### src/rtl/core/slf_pkg.sv
// slf_pkg: shared constants and types for the scaled log10 converter.
// Used by slf_front, slf_log2, slf_scale and the top level; depends on nothing.
`timescale 1ns / 1ps
`default_nettype none

package slf_pkg;

    // Normalized mantissa, Q1.62 with the leading one at bit 62
    localparam int MANT_W = 63;
    // Square splits the mantissa into a high and a low half
    localparam int SQ_LO_W = 32;
    localparam int SQ_HI_W = MANT_W - SQ_LO_W;

    // Fraction bits of log2, one per squaring step
    localparam int LOG_FRAC = 48;

    // Gain register, signed Q8.8
    localparam int GAIN_W = 16;
    localparam logic signed [GAIN_W-1:0] GAIN_RESET = 16'sd2560;

    // log10(2) in Q0.48, rounded
    localparam int LOG10_2_W = 47;
    localparam logic [LOG10_2_W-1:0] LOG10_2_Q48 = 47'd84732411018728;

    // log10(2) * |gain| in Q.56; |gain| <= 2^15 keeps it below 2^62
    localparam int K_W = 62;

    // Fraction bits of log2 * k: 48 + 48 + 8
    localparam int PROD_FRAC = 104;

    // Configuration register indexes
    localparam int CFG_IDX_W = 2;
    typedef enum logic [CFG_IDX_W-1:0] {
        CFG_GAIN   = 2'd0,
        CFG_OFFSET = 2'd1,
        CFG_FLOOR  = 2'd2
    } t_cfg_idx;

endpackage

`default_nettype wire

### src/rtl/core/slf_front.sv
// slf_front: accepts samples, clamps them to the floor and normalizes the result.
// Depends on slf_pkg; feeds slf_fifo.
`timescale 1ns / 1ps
`default_nettype none

module slf_front #(
    parameter int SAMPLE_WIDTH = 32,
    parameter int EXP_W        = 5
) (
    input  logic                              i_clk,
    input  logic                              i_rst_n,
    input  logic                              i_valid,
    output logic                              o_stall,
    input  logic signed [SAMPLE_WIDTH-1:0]    i_sample,
    input  logic        [SAMPLE_WIDTH-2:0]    i_floor,
    input  logic                              i_full,
    output logic                              o_push,
    output logic        [slf_pkg::MANT_W-1:0] o_m,
    output logic        [EXP_W-1:0]           o_e
);

    localparam int X_W  = SAMPLE_WIDTH - 1;
    localparam int SH_W = $clog2(slf_pkg::MANT_W);

    logic                       f_adv;
    logic [X_W-1:0]             fl_eff;
    logic [X_W-1:0]             n_x;
    logic [EXP_W-1:0]           n_e;
    logic [SH_W-1:0]            shamt;
    logic                       r_v1;
    logic                       r_v2;
    logic                       r_v3;
    logic [X_W-1:0]             r_x1;
    logic [X_W-1:0]             r_x2;
    logic [EXP_W-1:0]           r_e2;
    logic [EXP_W-1:0]           r_e3;
    logic [slf_pkg::MANT_W-1:0] r_m3;

    // hold the whole front while the last stage cannot enter the queue
    assign f_adv   = !(r_v3 && i_full);
    assign o_stall = !f_adv;
    assign o_push  = r_v3 && !i_full;
    assign o_m     = r_m3;
    assign o_e     = r_e3;

    // clamp: a zero floor counts as one LSB
    always_comb begin
        fl_eff = (i_floor == '0) ? X_W'(1) : i_floor;
        if (!i_sample[SAMPLE_WIDTH-1] && (i_sample[X_W-1:0] > fl_eff)) begin
            n_x = i_sample[X_W-1:0];
        end else begin
            n_x = fl_eff;
        end
    end

    // leading-one position
    always_comb begin
        n_e = '0;
        for (int i = 0; i < X_W; i++) begin
            if (r_x1[i]) begin
                n_e = EXP_W'(i);
            end
        end
    end

    assign shamt = SH_W'(slf_pkg::MANT_W - 1) - SH_W'(r_e2);

    always_ff @(posedge i_clk) begin
        if (!i_rst_n) begin
            r_v1 <= 1'b0;
            r_v2 <= 1'b0;
            r_v3 <= 1'b0;
        end else if (f_adv) begin
            r_v1 <= i_valid;
            r_v2 <= r_v1;
            r_v3 <= r_v2;
        end
    end

    always_ff @(posedge i_clk) begin
        if (f_adv) begin
            r_x1 <= n_x;
            r_x2 <= r_x1;
            r_e2 <= n_e;
            r_m3 <= slf_pkg::MANT_W'(r_x2) << shamt;
            r_e3 <= r_e2;
        end
    end

    a_normalized: assert property (@(posedge i_clk) disable iff (!i_rst_n)
        r_v3 |-> r_m3[slf_pkg::MANT_W-1])
        else $error("slf_front: mantissa not normalized");

endmodule

`default_nettype wire

### config.mk
export PLATFORM = sky130hd
export DESIGN_NAME = slf_front
export DESIGN_NICKNAME = d
export VERILOG_FILES = /design/src/rtl/core/slf_pkg.sv /design/src/rtl/core/slf_front.sv
export SDC_FILE = /design/constraint.sdc
export NUM_CORES = 1
export LEC_CHECK = 0
export CAP_MARGIN = 20
export CELL_PAD_IN_SITES_DETAIL_PLACEMENT = 1
export CELL_PAD_IN_SITES_GLOBAL_PLACEMENT = 1
export CORE_ASPECT_RATIO = 1.1
export CORE_UTILIZATION = 46
export DETAILED_ROUTE_END_ITERATION = 8
export DONT_BUFFER_PORTS = 1
export MAX_ROUTING_LAYER = met4
export PLACE_DENSITY_LB_ADDON = 0.1
export SLEW_MARGIN = 30
export SYNTH_ARGS = -nofsm -noshare
export SYNTH_HDL_FRONTEND = slang
export SYNTH_SLANG_ARGS = --single-unit
### constraint.sdc
create_clock -name i_clk -period 4.2 [get_ports i_clk]
set_input_delay 0.42 -clock i_clk [delete_from_list [all_inputs] [get_ports i_clk]]
set_output_delay 0.42 -clock i_clk [all_outputs]
set_load 0.005 [all_outputs]
Yosys cells after proc, flatten, opt, wreduce, memory -nomap -nowiden
Index checks and enable logic that the tools add are counted.
{ "classes": {"addsub": 1, "magnitude_cmp": 1, "shifts": 1, "n_mux": 31, "n_reduce_logical": 9} }
{ "op_table": {"columns": ["operator", "count"], "rows": [
  ["2-to-1 mux 5 bit", 14],
  ["left shift 31 x 6 -> 63 bit", 1],
  ["2-to-1 mux 31 bit", 2],
  ["2-to-1 mux 4 bit", 8],
  ["> comparator 31 bit", 1],
  ["zero test 31 bit", 1],
  ["OR reduction 15 bit", 1],
  ["2-to-1 mux 3 bit", 4],
  ["OR reduction 7 bit", 1],
  ["subtractor 6 x 5 -> 6 bit (first input constant)", 1],
  ["2-to-1 mux 2 bit", 2],
  ["logical AND 1 bit", 3],
  ["OR reduction 3 bit", 1],
  ["zero test 1 bit", 2],
  ["2-to-1 mux 1 bit", 1]
]} }
{ "word_totals": {"inputBits": 67, "output_inout_bits": 70, "wordCells": 54, "reg_bits": 138} }

Depth between registers and ports, before layout
{ "depth": {"depth_word": 29, "mapped_depth": 11} }

Least setup slack after synthesis
Ideal clock, no wire load.
{ "synth_path": {"path_kind": "input-to-reg", "start": "input port i_full", "end": "register r_v3", "arrival_time_ps": 4115, "path_stages": 3, "path_buffers": 0, "path_slack_ps": -34, "path_cell_list": "nand2_1 > inv_1 > o21a_1"} }
{ "synth_via": {"elab_chain_cells": 1} }
{ "synth_lines": {"columns": ["element", "line", "text"], "rows": [
  ["start, declared", "slf_front.sv:16", "input logic i_full,"],
  ["logical AND 1 bit", "slf_front.sv:40", "assign f_adv = !(r_v3 && i_full);"],
  ["via o_stall", "slf_front.sv:13", "output logic o_stall,"],
  ["end signal, assigned", "slf_front.sv:76", "r_v3 <= r_v2;"],
  ["end, declared", "slf_front.sv:32", "logic r_v3;"]
]} }
The timed path passes the listed nets, and every way through them passes these cells.
A chain may end at the register's enable or synchronous reset.

Worst setup path after layout
{ "layout_path": {"start": "register r_e2[0]", "end": "register r_m3 (netlist bit o_m[25]) (data pin)"} }
{ "layout_via": {"elab_chain_cells": 2} }
{ "layout_lines": {"columns": ["element", "line", "text"], "rows": [
  ["start, declared", "slf_front.sv:35", "logic [EXP_W-1:0] r_e2;"],
  ["start signal, assigned", "slf_front.sv:84", "r_e2 <= n_e;"],
  ["subtractor 6 x 5 -> 6 bit", "slf_front.sv:66", "assign shamt = SH_W'(slf_pkg::MANT_W - 1) - SH_W'(r_e2);"],
  ["left shift 31 x 6 -> 63 bit", "slf_front.sv:85", "r_m3 <= slf_pkg::MANT_W'(r_x2) << shamt;"],
  ["end signal, assigned", "slf_front.sv:85", null],
  ["end, declared", "slf_front.sv:37", "logic [slf_pkg::MANT_W-1:0] r_m3;"]
]} }
Every way passes these cells.

==> run metrics <==
design area 8790 µm²; EDFF count, synth 135; Worst path slowest cell ha_1; setup repair after global routing missed its margin false; Achievable Freq 0.304 GHz; Buffers on Ports 0; Arr. time, crit path between 3000 and 4000 ps; worst setup margin ~910 ps; I/O Pins roughly 140; met1 Use GR 0.245; total core area roughly 17000 µm²; top_reg_cell synth edfxtp_1; synth-to-layout area growth 11.4%; Cells after Synth roughly 640; VDD IR max roughly 330 µV; post-synthesis sequential area ratio 0.522; final hold viol count 0; Global Route met2 Usage 0.382; DPL Wire Length ~14 mm; Reg area between 4000 and 5000 µm²; clk sinks between 100 and 150; Tot Pwr around 4.7 mW; Worst-path clk slew about 50 ps; worst hold slack 109 ps; Final Critical Period between 3000 and 4000 ps; synthesized area per cell between 10 and 15 µm²; Layout Cells excl Fill about 870; via/cell ratio roughly 5.9; critical path peak fanout 17; GRT Max-Usage Layer met2; DRT antenna net count 0; GRT Overall Usage 0.227; hold_buf cts 0; DRT Pass-1 Iters 6; Worst-Skew Late Latency 430 ps; leakage about 3.4 nW; gpl congestion a little under 0.9; Worst Max-Slew Pin Slew 805 ps; Die Wd between 100 and 150 µm; post-CTS resize count 0; CTS tree built; # Post-CTS Setup Buffers 0; CP peak stage delay ~760 ps; Slew Viols, Final 0; Residual DRC 0; Inserted Clock Buffers 17; met3 Usage GRT 0.0450; fin nets around 750; Yosys cell types 55; Worst Setup End Kind flop; detailed-route via count 5167; Mapped Area 7890 µm²; ys async rst share 0; max cap viols 0; clk buf depth 2; antenna violations before repair 0; setup TNS 0 ps; Hold Crit Class input pin to flop; yosys warns 0; clock skew between 6 and 7 ps; first-pass GRT wire length between 20 and 30 mm; drt wl/cell between 20 and 25 µm; Final Setup Violations 0; n_diodes 0; layout cells sized above 1 0.195; path type of the worst setup path flop to flop; Rows between 40 and 50; Slew headroom 0.463; pwr dens approximately 540 nW/µm²; final core utilization 0.531; grt ovf 0; fin crit share 0.783; dpl cell area around 8200 µm²; Fillers roughly 1700; DR iter-0 viols 221; family with the most delay on the worst path multiplexers; Initial Util 0.476; Die ar. 17700 µm²; most used cell, CP nor2_1; crit path cell chain ha_1, buf_4, mux4_2, mux2_2, mux2i_1, nor2_1, a21oi_1, nor2_1; Required @ worst endpoint 4340 ps; Post-Place Setup Slack ~820 ps; placed insts 838; wirelength, routed 18.7 mm; startpoint types flop; vias in the first global route 5553; #FFs+latches synth between 100 and 150; status complete, no violations; depth of the CTS H-tree 4; DIE HEIGHT ~140 µm; Root Buffer clkbuf_16; area of the multi-input gates approximately 3600 µm²; largest net degree at the start of global routing between 100 and 150; Worst Path Buf+Inv 1
[worst paths after layout]
check | from | to | slack (ps) | cells past startpoint
min reg2reg | r_x1[0] | r_x2[0] | 420 | 0
max | r_e2[0] | o_m[25] | 910 | 8
max reg2reg | r_e2[0] | o_m[25] | 910 | 8
min | i_rst_n | r_v3 | 110 | 1
[cells in the final DEF, fill, tap and decap left out, types with 4 or more instances in the layout]
cell type | Yosys | layout
o221ai_1 | 4 | 4
a211oi_1 | 6 | 6
inv_1 | 40 | 40
nor2_1 | 65 | 65
o31ai_1 | 5 | 4
mux4_2 | 28 | 28
a21oi_1 | 50 | 50
mux2_2 | 54 | 54
o22ai_1 | 8 | 8
edfxtp_1 | 135 | 135
clkbuf_16 | 0 | 17
mux2i_1 | 22 | 22
nor4_1 | 11 | 11
buf_4 | 8 | 12
nand4_1 | 7 | 7
nand2_1 | 48 | 47
ha_1 | 32 | 32
nand3_1 | 13 | 13
clkbuf_1 | 7 | 6
nor3_1 | 9 | 8
conb_1 | 1 | 9
o21ai_0 | 21 | 21
[routing by layer]
| layer | vias up | routed length [µm] | share of wire |
|---|---|---|---|
| li1 | 2467 | - | - |
| met1 | 2516 | 7590 | 0.41 |
| met2 | 144 | 9370 | 0.50 |
| met3 | 40 | 727 | 0.039 |
| met4 | 0 | 981 | 0.053 |
| met5 | - | 0 | 0 |
[worst reg2reg max path: stages, from the launching register on]
cell      delay, ps
edfxtp_1        480
ha_1            760
buf_4           330
mux4_2          540
mux2_2          300
mux2i_1         220
nor2_1           60
a21oi_1         200
nor2_1          100
[where the power goes]
group | internal [mW] | switching (mW) | total, mW | leakage (nW)
registers | 1.84 | 0.162 | 2.01 | 1.48
logic | 0.531 | 0.719 | 1.25 | 1.65
clock network | 0.961 | 0.520 | 1.48 | 0.281
total | 3.34 | 1.40 | 4.74 | 3.41
[cell usage after synthesis, drive strengths merged, types with 4 or more instances]
cell      n  area (µm²)
mux4     28         631
nor3      9        45.0
edfxtp  135        4050
nand2    48         180
ha       32         400
nand4     7        43.8
inv      40         150
a21oi    50         250
a211oi    6        45.0
nor2     65         244
mux2i    22         220
mux2     56         634
clkbuf    7        26.3
o21ai    21         105
nor4     11        68.8
o31ai     5        37.5
nand3    13        65.1
buf      20         129
o22ai     8        50.1
o221ai    4        35.0
[sequential cells by signal, summed over array words and instances, names as in the netlist]
name  cells
o_m      63
r_x1     31
r_x2     31
o_e       5
r_e2      5
r_v1      1
r_v2      1
r_v3      1
[logic make-up after synthesis]
family | count (synthesis) | synth area share
adders and majority gates | 32 | 0.0508
and+or+nand+nor | 169 | 0.0958
buffers and inverters | 67 | 0.0387
DFF | 138 | 0.522
xor gates and xnor gates | 6 | 0.00904
muxes | 106 | 0.188
AOI/OAI and AO/OA | 122 | 0.0952
other | 1 | 0.000476
[final cells by class]
class                      count  share of cell area
clock buffer                  25              0.0541
clock inverter                 7              0.0131
inverter                      40              0.0171
multi-input combinational    444               0.405
sequential                   138               0.468
tap                          204              0.0291
timing repair buffer          13              0.0134
(Power assumes the default switching activity.)
