**config.mk**
```make
export PLATFORM = sky130hd
export DESIGN_NAME = slf_fifo
export DESIGN_NICKNAME = d
export VERILOG_FILES = /design/src/rtl/core/slf_fifo.sv
export SDC_FILE = /design/constraint.sdc
export NUM_CORES = 1
export LEC_CHECK = 0
export ABC_AREA = 1
export BUFFER_PORTS_ARGS = -buffer_cell sky130_fd_sc_hd__buf_2
export CAP_MARGIN = 10
export CORE_ASPECT_RATIO = 0.5
export CORE_MARGIN = 4
export CORE_UTILIZATION = 51
export CTS_CLUSTER_DIAMETER = 60
export DETAILED_ROUTE_END_ITERATION = 8
export PLACE_DENSITY = 0.77
export SLEW_MARGIN = 20
export SYNTH_ARGS = -nofsm -noshare
export SYNTH_HDL_FRONTEND = slang
export SYNTH_SLANG_ARGS = --single-unit
```
**constraint.sdc**
```tcl
create_clock -name i_clk -period 2.5 [get_ports i_clk]
set_clock_uncertainty 0.1 [all_clocks]
set_input_delay 0.25 -clock i_clk [delete_from_list [all_inputs] [get_ports i_clk]]
set_output_delay 0.25 -clock i_clk [all_outputs]
set_load 0.005 [all_outputs]
```
**src/rtl/core/slf_fifo.sv**
```systemverilog
// slf_fifo: short register queue between the front and the log2/scale back end.
// Depends on nothing; depth and width come from parameters.
`timescale 1ns / 1ps
`default_nettype none

module slf_fifo #(
    parameter int DATA_W = 68,
    parameter int DEPTH  = 4
) (
    input  logic              i_clk,
    input  logic              i_rst_n,
    input  logic              i_push,
    input  logic [DATA_W-1:0] i_data,
    input  logic              i_pop,
    output logic [DATA_W-1:0] o_data,
    output logic              o_full,
    output logic              o_empty
);

    localparam int PTR_W = $clog2(DEPTH);
    localparam int CNT_W = $clog2(DEPTH + 1);

    logic [DATA_W-1:0] r_mem [DEPTH];
    logic [PTR_W-1:0]  r_wr;
    logic [PTR_W-1:0]  r_rd;
    logic [CNT_W-1:0]  r_count;
    logic [PTR_W-1:0]  n_wr;
    logic [PTR_W-1:0]  n_rd;

    assign o_full  = (r_count == CNT_W'(DEPTH));
    assign o_empty = (r_count == '0);
    assign o_data  = r_mem[r_rd];

    assign n_wr = (r_wr == PTR_W'(DEPTH - 1)) ? '0 : r_wr + 1'b1;
    assign n_rd = (r_rd == PTR_W'(DEPTH - 1)) ? '0 : r_rd + 1'b1;

    always_ff @(posedge i_clk) begin
        if (!i_rst_n) begin
            r_wr    <= '0;
            r_rd    <= '0;
            r_count <= '0;
        end else begin
            if (i_push) begin
                r_wr <= n_wr;
            end
            if (i_pop) begin
                r_rd <= n_rd;
            end
            case ({i_push, i_pop})
                2'b10:   r_count <= r_count + 1'b1;
                2'b01:   r_count <= r_count - 1'b1;
                default: r_count <= r_count;
            endcase
        end
    end

    always_ff @(posedge i_clk) begin
        if (i_push) begin
            r_mem[r_wr] <= i_data;
        end
    end

    a_no_push_full: assert property (@(posedge i_clk) disable iff (!i_rst_n)
        i_push |-> !o_full)
        else $error("slf_fifo: push while full");

    a_no_pop_empty: assert property (@(posedge i_clk) disable iff (!i_rst_n)
        i_pop |-> !o_empty)
        else $error("slf_fifo: pop while empty");

    a_count_range: assert property (@(posedge i_clk) disable iff (!i_rst_n)
        r_count <= CNT_W'(DEPTH))
        else $error("slf_fifo: count beyond depth");

endmodule

`default_nettype wire

```
Yosys cells after proc, flatten, opt, wreduce, memory -nomap -nowiden
Memory sizes are Yosys's and may differ from the RTL's. A register that Yosys moved wholly into a read port is not among the register bits.
Cells that the tools add are included.
{"block": "word_totals", "reg_bits": 7, "mem_count": 1, "out_inout_bits": 70, "ramBits": 272, "in_bits": 72}
{"memory": "r_mem", "depth": 4, "word_bits": 68, "read_ports": 1, "rd_ports_with_merged_regs": 1, "write_ports": 1, "line_no": "23", "source": "logic [DATA_W-1:0] r_mem [DEPTH];"}
{"block": "classes", "n_eq_ne": 5, "mux": 7, "n_reduce_logical": 2, "n_addsub": 4}
{"cell": "2-bit two-way mux", "count": 4}
{"cell": "2-bit == test (second input constant)", "count": 3}
{"cell": "3-bit one-hot mux with 2 select lines", "count": 1}
{"cell": "2-bit by 1-bit adder with 2-bit output (second input constant)", "count": 2}
{"cell": "3-bit by 1-bit adder with 3-bit output (second input constant)", "count": 1}
{"cell": "3-bit == test (second input constant)", "count": 1}
{"cell": "3-bit zero test", "count": 1}
{"cell": "3-bit by 1-bit subtractor with 3-bit output (second input constant)", "count": 1}
{"cell": "2-bit by 1-bit == test with 1-bit output (second input constant)", "count": 1}
{"cell": "1-bit two-way mux", "count": 2}
{"cell": "2-bit nonzero test", "count": 1}

Longest topological paths before layout
Gate-level depths: netlist of the first run.
{"block": "depth", "depth_word": 4, "ltp_mapped": 10, "mapped_depth_nobuf": 10}

Least setup slack after synthesis of the first run
Ideal clock, no wire load.
{"block": "synth_path", "kind": "register to register", "from": "register r_wr[0]", "to": "memory r_mem[3][0] (enable)", "arrival_ns": 1.911, "stages_incl_launch_ff": 4, "setup_time_ns": 0.422, "slack_ns": 0.067, "path_cell_list": "dfxtp_1 -> ha_1 -> nand2_1 -> inv_1"}
{"element": "start: declaration", "line_no": "24", "source": "logic [PTR_W-1:0] r_wr;"}
{"element": "start signal: assignment", "line_no": "44", "source": "r_wr <= n_wr;"}
{"element": "end: declaration", "line_no": "23"}
Straight into the memory's write port.

==> results of run 1 <==
[final cells by class]
| cell class | count | area [µm²] | share of cell area [%] |
|---|---|---|---|
| Sequential cell | 281 | 8350 | 63.3 |
| Inverter | 18 | 82.6 | 0.626 |
| Timing Repair Buffer | 229 | 1750 | 13.3 |
| Clock inverter | 16 | 204 | 1.55 |
| Clock buffer | 27 | 633 | 4.80 |
| Multi-Input combinational cell | 375 | 1840 | 13.9 |
| Antenna cell | 2 | 5.00 | 0.0379 |
| Tap cell | 266 | 333 | 2.52 |
[cell usage after synthesis (all sizes together)]
master    n  area [µm²]
buf      21         161
dfxtp     9         180
a21oi     5        25.0
nand2     8        30.0
o22ai    68         425
nand4     1        6.26
o21ai   140         701
ha        6        75.1
nor2    141         529
edfxtp  272        8170
nand3     1        5.00
clkbuf   22         101
inv      18        72.6
nor3      4        20.0
fa        1        20.0
[critical path: cells and delay by family (launching register included)]
family	cells	cell delay, ns
AO/OA/AOI/OAI	2	0.33
buffers and inverters	3	0.67
flip-flops	1	0.46
[sequential cells by signal, summed over array words and instances, names as in the netlist, named ones only]
| signal | cells |
|---|---|
| r_mem | 272 |
| r_count | 3 |
| r_rd | 2 |
| r_wr | 2 |
[worst max-delay path by stage]
stage	from	endpoint	slack, ns
final	flip-flop	o_data[16]	0.14
after global routing	flip-flop	o_data[28]	0.01
after detailed placement	flip-flop	o_data[23]	0.54
after floorplan	r_wr[0]$_SDFFE_PN0P_	r_mem[3][0]$_DFFE_PP_	0.07
after global placement	flip-flop	o_data[9]	0.58
after CTS	flip-flop	o_data[23]	0.001
[kinds of logic (layout without fill, tap and decap cells)]
kind of cell | Yosys count | in the layout | share of synthesized area (%)
flops | 281 | 281 | 79.4
compound gates | 213 | 213 | 10.9
simple gates | 155 | 155 | 5.61
buf+inv | 61 | 290 | 3.19
fa+ha+maj | 7 | 7 | 0.904
other cells | 0 | 2 | 0
[metrics by stage]
stage               power [mW]  hold slack (ns)  area [µm²]  std cells
floorplan                 6.02            0.249       10500        717
global placement          6.44            0.360       11600       1096
detailed placement        6.48            0.365       11600       1096
CTS                       10.5            0.350       13200       1210
global route              10.8            0.366       13200       1213
finish                    10.5            0.371       13200       1214
[power breakdown]
group	internal [mW]	switching, mW
Combinational	0.430	0.620
Sequential	5.37	0.0672
Clock	2.34	1.63
[metal layers]
| layer | routed length, µm | track usage, % | vias up |
|---|---|---|---|
| li1 | - | - | 3133 |
| met1 | 9910 | 24.8 | 3373 |
| met2 | 12500 | 35.8 | 235 |
| met3 | 1360 | 3.45 | 45 |
| met4 | 532 | 6.29 | 0 |
| met5 | 0 | 0 | - |
[repair_timing]
action                                  CTS  global route
resized for setup                         2             2
setup buffers                             0             1
hold buffers                             71             0
gates cloned                              0             1
endpoints found under the setup margin    4            50
hold endpoints to repair                279             0
==> results by group, run 1 <==
STA
  • Final count of negative-setup-slack endpoints: 0
  • Total negative setup slack: 0 ns
  • Fin worst setup slack: 0.138 ns
  • Transition time at the pin with the least slew margin: 0.483 ns
  • Period utilization: 94.5%
  • Normalized max-slew margin: 67.7%
  • Unrepaired setup endpoints after global routing: no
  • Max Transition Viols Final: 0
  • Maximum clock frequency: 423 MHz
  • Fin crit period: 2.36 ns
  • Final Hold Violating Endpoints: 0

Logic synthesis
  • Netlist area before placement: 10500 µm²
  • Warnings, synthesis: 0
  • Mapped Nets: 796
  • Register bit count reported by yosys: 281
  • Average size of a mapped cell: 14.7 µm²
  • Netlist cell types: 21
  • Portion of the post-synthesis area used by sequential elements: 79.4%
  • Number of instances in the synthesized netlist: 717

Worst setup path
  • Worst Reg2Reg Path Length in Cells: 5
  • Setup slack, reg-to-reg: 0.62 ns
  • Reg2Reg Launch Point: r_wr[0]$_SDFFE_PN0P_
  • Master of the slowest instance on the critical path: sky130_fd_sc_hd__dfxtp_4
  • Critical path capture point type: output port
  • Required time of the critical path: 2.15 ns
  • CP Class: flip-flop to output port
  • Worst EP arrival: 2.01 ns
  • Element type at the critical path start: flip-flop
  • Crit-path cells: inv_8 -> buf_12 -> o21ai_0 -> o22ai_1 -> buf_2
  • Worst Path Max Fanout: 52
  • Highest cell delay on the worst timing path: 0.46 ns
  • FF-to-FF End: r_mem[2][40]$_DFFE_PP_

Floorplan
  • Placeable core region: 19900 µm²
  • DIE AREA: 23100 µm²
  • Die width: 211 µm
  • Number of cell rows: 36
  • Ports placed on the boundary: 142
  • Floorplan die height: 110 µm
  • Initial standard-cell utilization of the core: 53.0%

CTS
  • # clock sinks: 281
  • Clock tree root driver cell: sky130_fd_sc_hd__clkbuf_16
  • Clock transition time at the flip-flop clock pins of the worst setup and hold paths: 0.07 ns
  • Deepest clock path buffer count: 3
  • CTS tree: built
  • Number of buffers inserted during clock tree synthesis: 24
  • Number of levels the H-tree was split into: 1
  • Later-pin clock latency in the skew report: 0.52 ns

Global route
  • Total routing usage reported by global routing: 19.8%
  • Grt total ovfl: 0
  • Vias in the first global route: 6848
  • Initial antenna violation count: 2
  • Largest net degree at the start of global routing: 101
  • First-pass GRT wire length: 35700 µm

Detailed routing
  • Number of search-and-repair iterations in the first detailed-routing pass: 5
  • Detailed router's first-iteration violation count: 440
  • WL/cell: 20.0 µm
  • Vias per Instance: 5.59
  • Final routed DRC violation total: 0
  • Total Wirelength: 24300 µm
  • Via count: 6786
  • Number of nets still failing antenna checks after routing: 0

Power and ir drop
  • Power Density: 793 nW/µm²
  • Maximum ir drop on the vdd rail: 0.433 mV
  • Leakage dissipation: 4.71 nW

Cells and area
  • Commonest non-fill, non-tap cells in the layout: 272 x sky130_fd_sc_hd__edfxtp_1, 141 x sky130_fd_sc_hd__nor2_1, 141 x sky130_fd_sc_hd__buf_2
  • Filler instances: 1342
  • Area added between synthesis and finish: 25.5%
  • Most frequent standard cell in the layout excluding fill and tap cells: sky130_fd_sc_hd__edfxtp_1
  • Core Util, Final: 66.4%
  • Number of nets in the final layout: 1008
  • Share of post-route cells with drive strength above 1: 21.2%

Placement
  • Weighted congestion reported at the end of routability-driven placement: 0.741
  • Number of buffers added on ports: 141
  • HPWL Detailed: 13100 µm
  • Pre-CTS worst setup slack: 0.543 ns

Job
  • Max-capacitance violation count: 0

Worst hold path
  • Hold-critical path depth: 2
  • Hold endpoint: r_mem[1][8]$_DFFE_PP_
  • Hold Crit Class: input pin to flip-flop
  • Hold Startpoint: i_data[8]

Run status
  • Outcome: finished clean
Note: power is estimated with default switching activity, not from simulation.
==> run 2: changes to the inputs <==
--- a/config.mk
+++ b/config.mk
@@ -13,6 +13,7 @@
 export CORE_UTILIZATION = 51
 export CTS_CLUSTER_DIAMETER = 60
 export DETAILED_ROUTE_END_ITERATION = 8
+export MAX_ROUTING_LAYER = met4
 export PLACE_DENSITY = 0.77
 export SLEW_MARGIN = 20
 export SYNTH_ARGS = -nofsm -noshare
==> run 2 against run 1 <==
Compared with the run above:
- cell count is essentially flat
- first-iteration DRC count shrank 2.7%
- setup slack lost 0.036 ns
- non-clock buffer count shrank 1
- die area is the same
- core utilization shrank 0.13 points
- clock power is essentially flat
- register-to-register slack is essentially flat
- hold slack is essentially flat
==> results by group, run 2 (synthesized netlist as in run 1, its figures left out) <==
Floorplan
  • DIE AREA: 23100 µm²
  • Number of cell rows: 36
  • Floorplan die height: 110 µm
  • Die width: 211 µm
  • Ports placed on the boundary: 142
  • Initial standard-cell utilization of the core: 53.0%
  • Placeable core region: 19900 µm²

STA
  • Final Hold Violating Endpoints: 0
  • Transition time at the pin with the least slew margin: 0.494 ns
  • Period utilization: 95.9%
  • Unrepaired setup endpoints after global routing: yes
  • Fin crit period: 2.40 ns
  • Total negative setup slack: 0 ns
  • Normalized max-slew margin: 67.0%
  • Final count of negative-setup-slack endpoints: 0
  • Fin worst setup slack: 0.102 ns
  • Tightest hold margin: 0.371 ns
  • Maximum clock frequency: 417 MHz
  • Max Transition Viols Final: 0

Power and ir drop
  • Power Density: 792 nW/µm²
  • Leakage dissipation: 4.69 nW
  • Maximum ir drop on the vdd rail: 0.428 mV

Detailed routing
  • Met2 routed wirelength: 12200 µm
  • Routed length on met1: 9780 µm
  • Number of search-and-repair iterations in the first detailed-routing pass: 4
  • Met3 wire length: 1130 µm
  • WL/cell: 19.5 µm
  • Final routed DRC violation total: 0
  • Detailed router's first-iteration violation count: 428
  • Total Wirelength: 23700 µm
  • Top routing layer used: met4
  • Number of nets still failing antenna checks after routing: 0
  • Vias per Instance: 5.54
  • Via count: 6720

Worst setup path
  • Worst EP arrival: 2.05 ns
  • Crit-path cells: buf_16 -> o21ai_0 -> o22ai_1 -> buf_2
  • Worst Path Max Fanout: 100
  • Required time of the critical path: 2.15 ns
  • Buffers and inverters on the worst path: 2
  • CP Class: flip-flop to output port
  • Cell type group with the largest total delay on the critical path: flip-flops
  • Element type at the critical path start: flip-flop
  • Master of the slowest instance on the critical path: sky130_fd_sc_hd__dfxtp_4
  • Critical path capture point type: output port
  • Highest cell delay on the worst timing path: 0.55 ns

CTS
  • Number of buffers inserted during clock tree synthesis: 24
  • Clock transition time at the flip-flop clock pins of the worst setup and hold paths: 0.07 ns
  • Clock tree root driver cell: sky130_fd_sc_hd__clkbuf_16
  • Deepest clock path buffer count: 3
  • CTS tree: built
  • # clock sinks: 281
  • Number of levels the H-tree was split into: 1
  • Later-pin clock latency in the skew report: 0.52 ns

Cells and area
  • Registers with the most flip-flops: r_mem: 272 flops, r_count: 3 flops
  • Commonest non-fill, non-tap cells in the layout: 272 x sky130_fd_sc_hd__edfxtp_1, 141 x sky130_fd_sc_hd__nor2_1, 141 x sky130_fd_sc_hd__buf_2
  • Number of nets in the final layout: 1007
  • Finished Cell Area: 13200 µm²
  • Largest register by flop count: r_mem
  • Number of flip-flops under the largest register name: 272
  • Most frequent standard cell in the layout excluding fill and tap cells: sky130_fd_sc_hd__edfxtp_1
  • Share of post-route cells with drive strength above 1: 21.2%
  • Area added between synthesis and finish: 25.2%
  • Post-route insts no fill: 1213

Global route
  • Grt total ovfl: 0
  • Initial antenna violation count: 2
  • First-pass GRT wire length: 35700 µm
  • Vias in the first global route: 6838
  • Largest net degree at the start of global routing: 101
  • Total routing usage reported by global routing: 20.4%

Placement
  • HPWL Detailed: 13100 µm
  • Cell Area, Placed: 11600 µm²
  • Weighted congestion reported at the end of routability-driven placement: 0.750
  • Number of buffers added on ports: 141
  • Placed cell count: 1096
  • Pre-CTS worst setup slack: 0.543 ns

Worst hold path
  • Hold Crit Class: input pin to flip-flop

Run status
  • Outcome: finished clean

Job
  • Max-capacitance violation count: 0
==> run 2: worst paths after layout <==
kind         cells after the start                     end  slack, ns                  from
min                              2   r_mem[1][8]$_DFFE_PP_       0.37             i_data[8]
max                              4              o_data[48]       0.10             flip-flop
max reg2reg                      5  r_mem[2][40]$_DFFE_PP_       0.62  r_wr[0]$_SDFFE_PN0P_
min reg2reg                      2    r_wr[1]$_SDFFE_PN0P_       0.44  r_wr[1]$_SDFFE_PN0P_
==> run 2: cell type report <==
type	instances	area, µm²
antenna	2	5.00
clock buffer	27	633
clock inverter	16	204
fill	1344	6690
inverter	18	82.6
multi-input combinational	375	1840
sequential	281	8350
tap	266	333
timing repair buffer	228	1730
==> run 2: layer usage <==
metal / GRT usage (%) / up-vias
met1: 25.0 / 3351
met5: - / -
met2: 35.7 / 193
met4: 6.29 / 0
met3: 3.31 / 47
li1: - / 3129
==> run 2: stage by stage <==
stage          power [mW]  util (%)
2_1_floorplan        6.02         -
3_3_place_gp         6.44      58.4
3_5_place_dp         6.48      58.4
4_1_cts              10.5      66.2
5_1_grt              10.8      66.3
6_report             10.4      66.3
==> run 2: timing repair <==
action / in CTS / in global routing
buffers inserted: 0 / 1
hold buffers: 71 / 0
hold endpoints to repair: 279 / 0
gates resized for setup: 2 / 2
setup endpoints to repair: 4 / 50
==> run 2: power breakdown <==
group          leakage (nW)  switching, mW  internal, mW
clock network         0.407           1.63          2.34
logic                  1.71          0.611         0.425
registers              2.57         0.0655          5.37
total                  4.69           2.30          8.14
==> run 3: changes to the inputs <==
--- a/config.mk
+++ b/config.mk
@@ -6,15 +6,16 @@
 export NUM_CORES = 1
 export LEC_CHECK = 0
 export ABC_AREA = 1
-export BUFFER_PORTS_ARGS = -buffer_cell sky130_fd_sc_hd__buf_2
 export CAP_MARGIN = 10
 export CORE_ASPECT_RATIO = 0.5
 export CORE_MARGIN = 4
-export CORE_UTILIZATION = 51
+export CORE_UTILIZATION = 57
 export CTS_CLUSTER_DIAMETER = 60
 export DETAILED_ROUTE_END_ITERATION = 8
+export DONT_BUFFER_PORTS = 1
 export MAX_ROUTING_LAYER = met4
 export PLACE_DENSITY = 0.77
+export SETUP_SLACK_MARGIN = 0.05
 export SLEW_MARGIN = 20
 export SYNTH_ARGS = -nofsm -noshare
 export SYNTH_HDL_FRONTEND = slang
==> run 3 against run 2 <==
Compared with the run above:
- setup slack better by 0.065 ns
- hold slack worse by 0.26 ns
- non-clock buffer count down 139
- clock-buffer cell count unchanged
- register-to-register slack better by 0.15 ns
- fmax up 2.8%
- wire length down 9.6%
- combinational power down 22%
- die area down 10%
- via count down 10%
- design area down 7.6%
- core utilization up 2.3 points
- highest routed layer unchanged
==> results by group, run 3 (synthesized netlist as in run 1, its figures left out) <==
Floorplan
  • Floorplan die height: 104 µm
  • Initial standard-cell utilization of the core: 59.3%
  • Ports placed on the boundary: 142
  • Number of cell rows: 34
  • DIE AREA: 20800 µm²
  • Die width: 200 µm
  • Placeable core region: 17700 µm²

Cells and area
  • Number of flip-flops under the largest register name: 272
  • Most frequent standard cell in the layout excluding fill and tap cells: sky130_fd_sc_hd__edfxtp_1
  • Area added between synthesis and finish: 15.8%
  • Filler instances: 1154
  • Registers with the most flip-flops: r_mem: 272 flops, r_count: 3 flops
  • Register cell area after layout: 8350 µm²
  • Post-route insts no fill: 1040
  • Commonest non-fill, non-tap cells in the layout: 272 x sky130_fd_sc_hd__edfxtp_1, 141 x sky130_fd_sc_hd__nor2_1, 135 x sky130_fd_sc_hd__o21ai_0
  • Finished Cell Area: 12200 µm²
  • Multi-input gate area in the final layout: 1840 µm²
  • Largest register by flop count: r_mem
  • Share of post-route cells with drive strength above 1: 7.70%
  • Core Util, Final: 68.7%
  • Number of nets in the final layout: 868

Power and ir drop
  • Power Density: 798 nW/µm²
  • Leakage dissipation: 4.06 nW
  • Maximum ir drop on the vdd rail: 0.657 mV
  • Total power draw: 9.72 mW

Placement
  • Cell Area, Placed: 10700 µm²
  • Pre-CTS worst setup slack: 0.674 ns
  • Placed cell count: 926
  • HPWL Detailed: 12400 µm
  • Weighted congestion reported at the end of routability-driven placement: 0.748
  • Number of buffers added on ports: 0

STA
  • Final Hold Violating Endpoints: 0
  • Transition time at the pin with the least slew margin: 0.619 ns
  • Fin crit period: 2.33 ns
  • Maximum clock frequency: 429 MHz
  • Period utilization: 93.3%
  • Max Transition Viols Final: 0
  • Tightest hold margin: 0.107 ns
  • Normalized max-slew margin: 58.8%
  • Unrepaired setup endpoints after global routing: no
  • Fin worst setup slack: 0.168 ns
  • Total negative setup slack: 0 ns
  • Final count of negative-setup-slack endpoints: 0

Worst hold path
  • Hold Crit Class: input pin to flip-flop

CTS
  • Deepest clock path buffer count: 3
  • # clock sinks: 281
  • Clock tree root driver cell: sky130_fd_sc_hd__clkbuf_16
  • Later-pin clock latency in the skew report: 0.51 ns
  • Number of buffers inserted during clock tree synthesis: 24
  • CTS tree: built
  • Clock transition time at the flip-flop clock pins of the worst setup and hold paths: 0.07 ns
  • Number of levels the H-tree was split into: 1

Run status
  • Outcome: finished clean

Job
  • Max-capacitance violation count: 0

Detailed routing
  • Via count: 6038
  • Number of search-and-repair iterations in the first detailed-routing pass: 5
  • Number of nets still failing antenna checks after routing: 0
  • Total Wirelength: 21400 µm
  • WL/cell: 20.6 µm
  • Detailed router's first-iteration violation count: 379
  • Final routed DRC violation total: 0
  • Vias per Instance: 5.81

Worst setup path
  • Worst EP arrival: 1.98 ns
  • Critical path capture point type: output port
  • Element type at the critical path start: flip-flop
  • Required time of the critical path: 2.15 ns
  • CP Class: flip-flop to output port
  • Worst Path Max Fanout: 33

Global route
  • Total routing usage reported by global routing: 20.8%
  • Largest net degree at the start of global routing: 56
  • Initial antenna violation count: 1
  • Grt total ovfl: 0
  • Vias in the first global route: 6024
  • First-pass GRT wire length: 33600 µm
## run 3: cell types whose count changed in the layout (fill, tap and decap cells not counted), moves of 4 or more
cell	before	now
sky130_fd_sc_hd__buf_2	141	0
sky130_fd_sc_hd__buf_4	1	13
sky130_fd_sc_hd__buf_12	13	3
sky130_fd_sc_hd__inv_2	0	5
sky130_fd_sc_hd__bufinv_16	5	1
## run 3: critical path, cell delays in order, from the launching register on
cell                      delay, ns
sky130_fd_sc_hd__dfxtp_4       0.57
sky130_fd_sc_hd__buf_4         0.41
sky130_fd_sc_hd__o21ai_0       0.16
sky130_fd_sc_hd__o22ai_1       0.31
## run 3: path summary, 6_finish.rpt
| path | depth (start not counted) | startpoint | endpoint | slack [ns] |
|---|---|---|---|---|
| hold / removal | 2 | i_push | r_mem[2][0]$_DFFE_PP_ | 0.11 |
| hold reg to reg | 2 | r_wr[1]$_SDFFE_PN0P_ | r_wr[1]$_SDFFE_PN0P_ | 0.44 |
| setup reg to reg | 5 | r_wr[0]$_SDFFE_PN0P_ | r_mem[2][37]$_DFFE_PP_ | 0.77 |
| setup / recovery | 3 | flip-flop | o_data[17] | 0.17 |
## run 3: report_power, final
group	internal (mW)	switching, mW	leakage (nW)
clock	1.92	1.56	0.366
sequential	5.38	0.0605	2.57
combinational	0.257	0.549	1.12
total	7.55	2.17	4.06
## run 3: timing repair
item                       4_1_cts  5_1_grt
setup buffers                    0        0
gates resized for setup          0        2
hold buffers                    71        0
setup endpoints to repair        0       13
hold endpoints to repair       281        0
## run 3: metal layers
metal / track usage (%) / routed length, µm / vias to the layer above
li1: - / - / 2835
met1: 27.6 / 9270 / 3006
met2: 33.7 / 10500 / 165
met3: 4.55 / 1190 / 32
met4: 4.81 / 433 / 0
met5: - / 0 / -
## run 3: area by class of cell
class,count,area share (%)
clock inverter,15,0.801
tap,234,2.40
timing repair buffer,89,7.31
multi-input combinational,375,15.1
inverter,18,0.596
antenna,1,0.0205
clock buffer,27,5.20
sequential,281,68.6
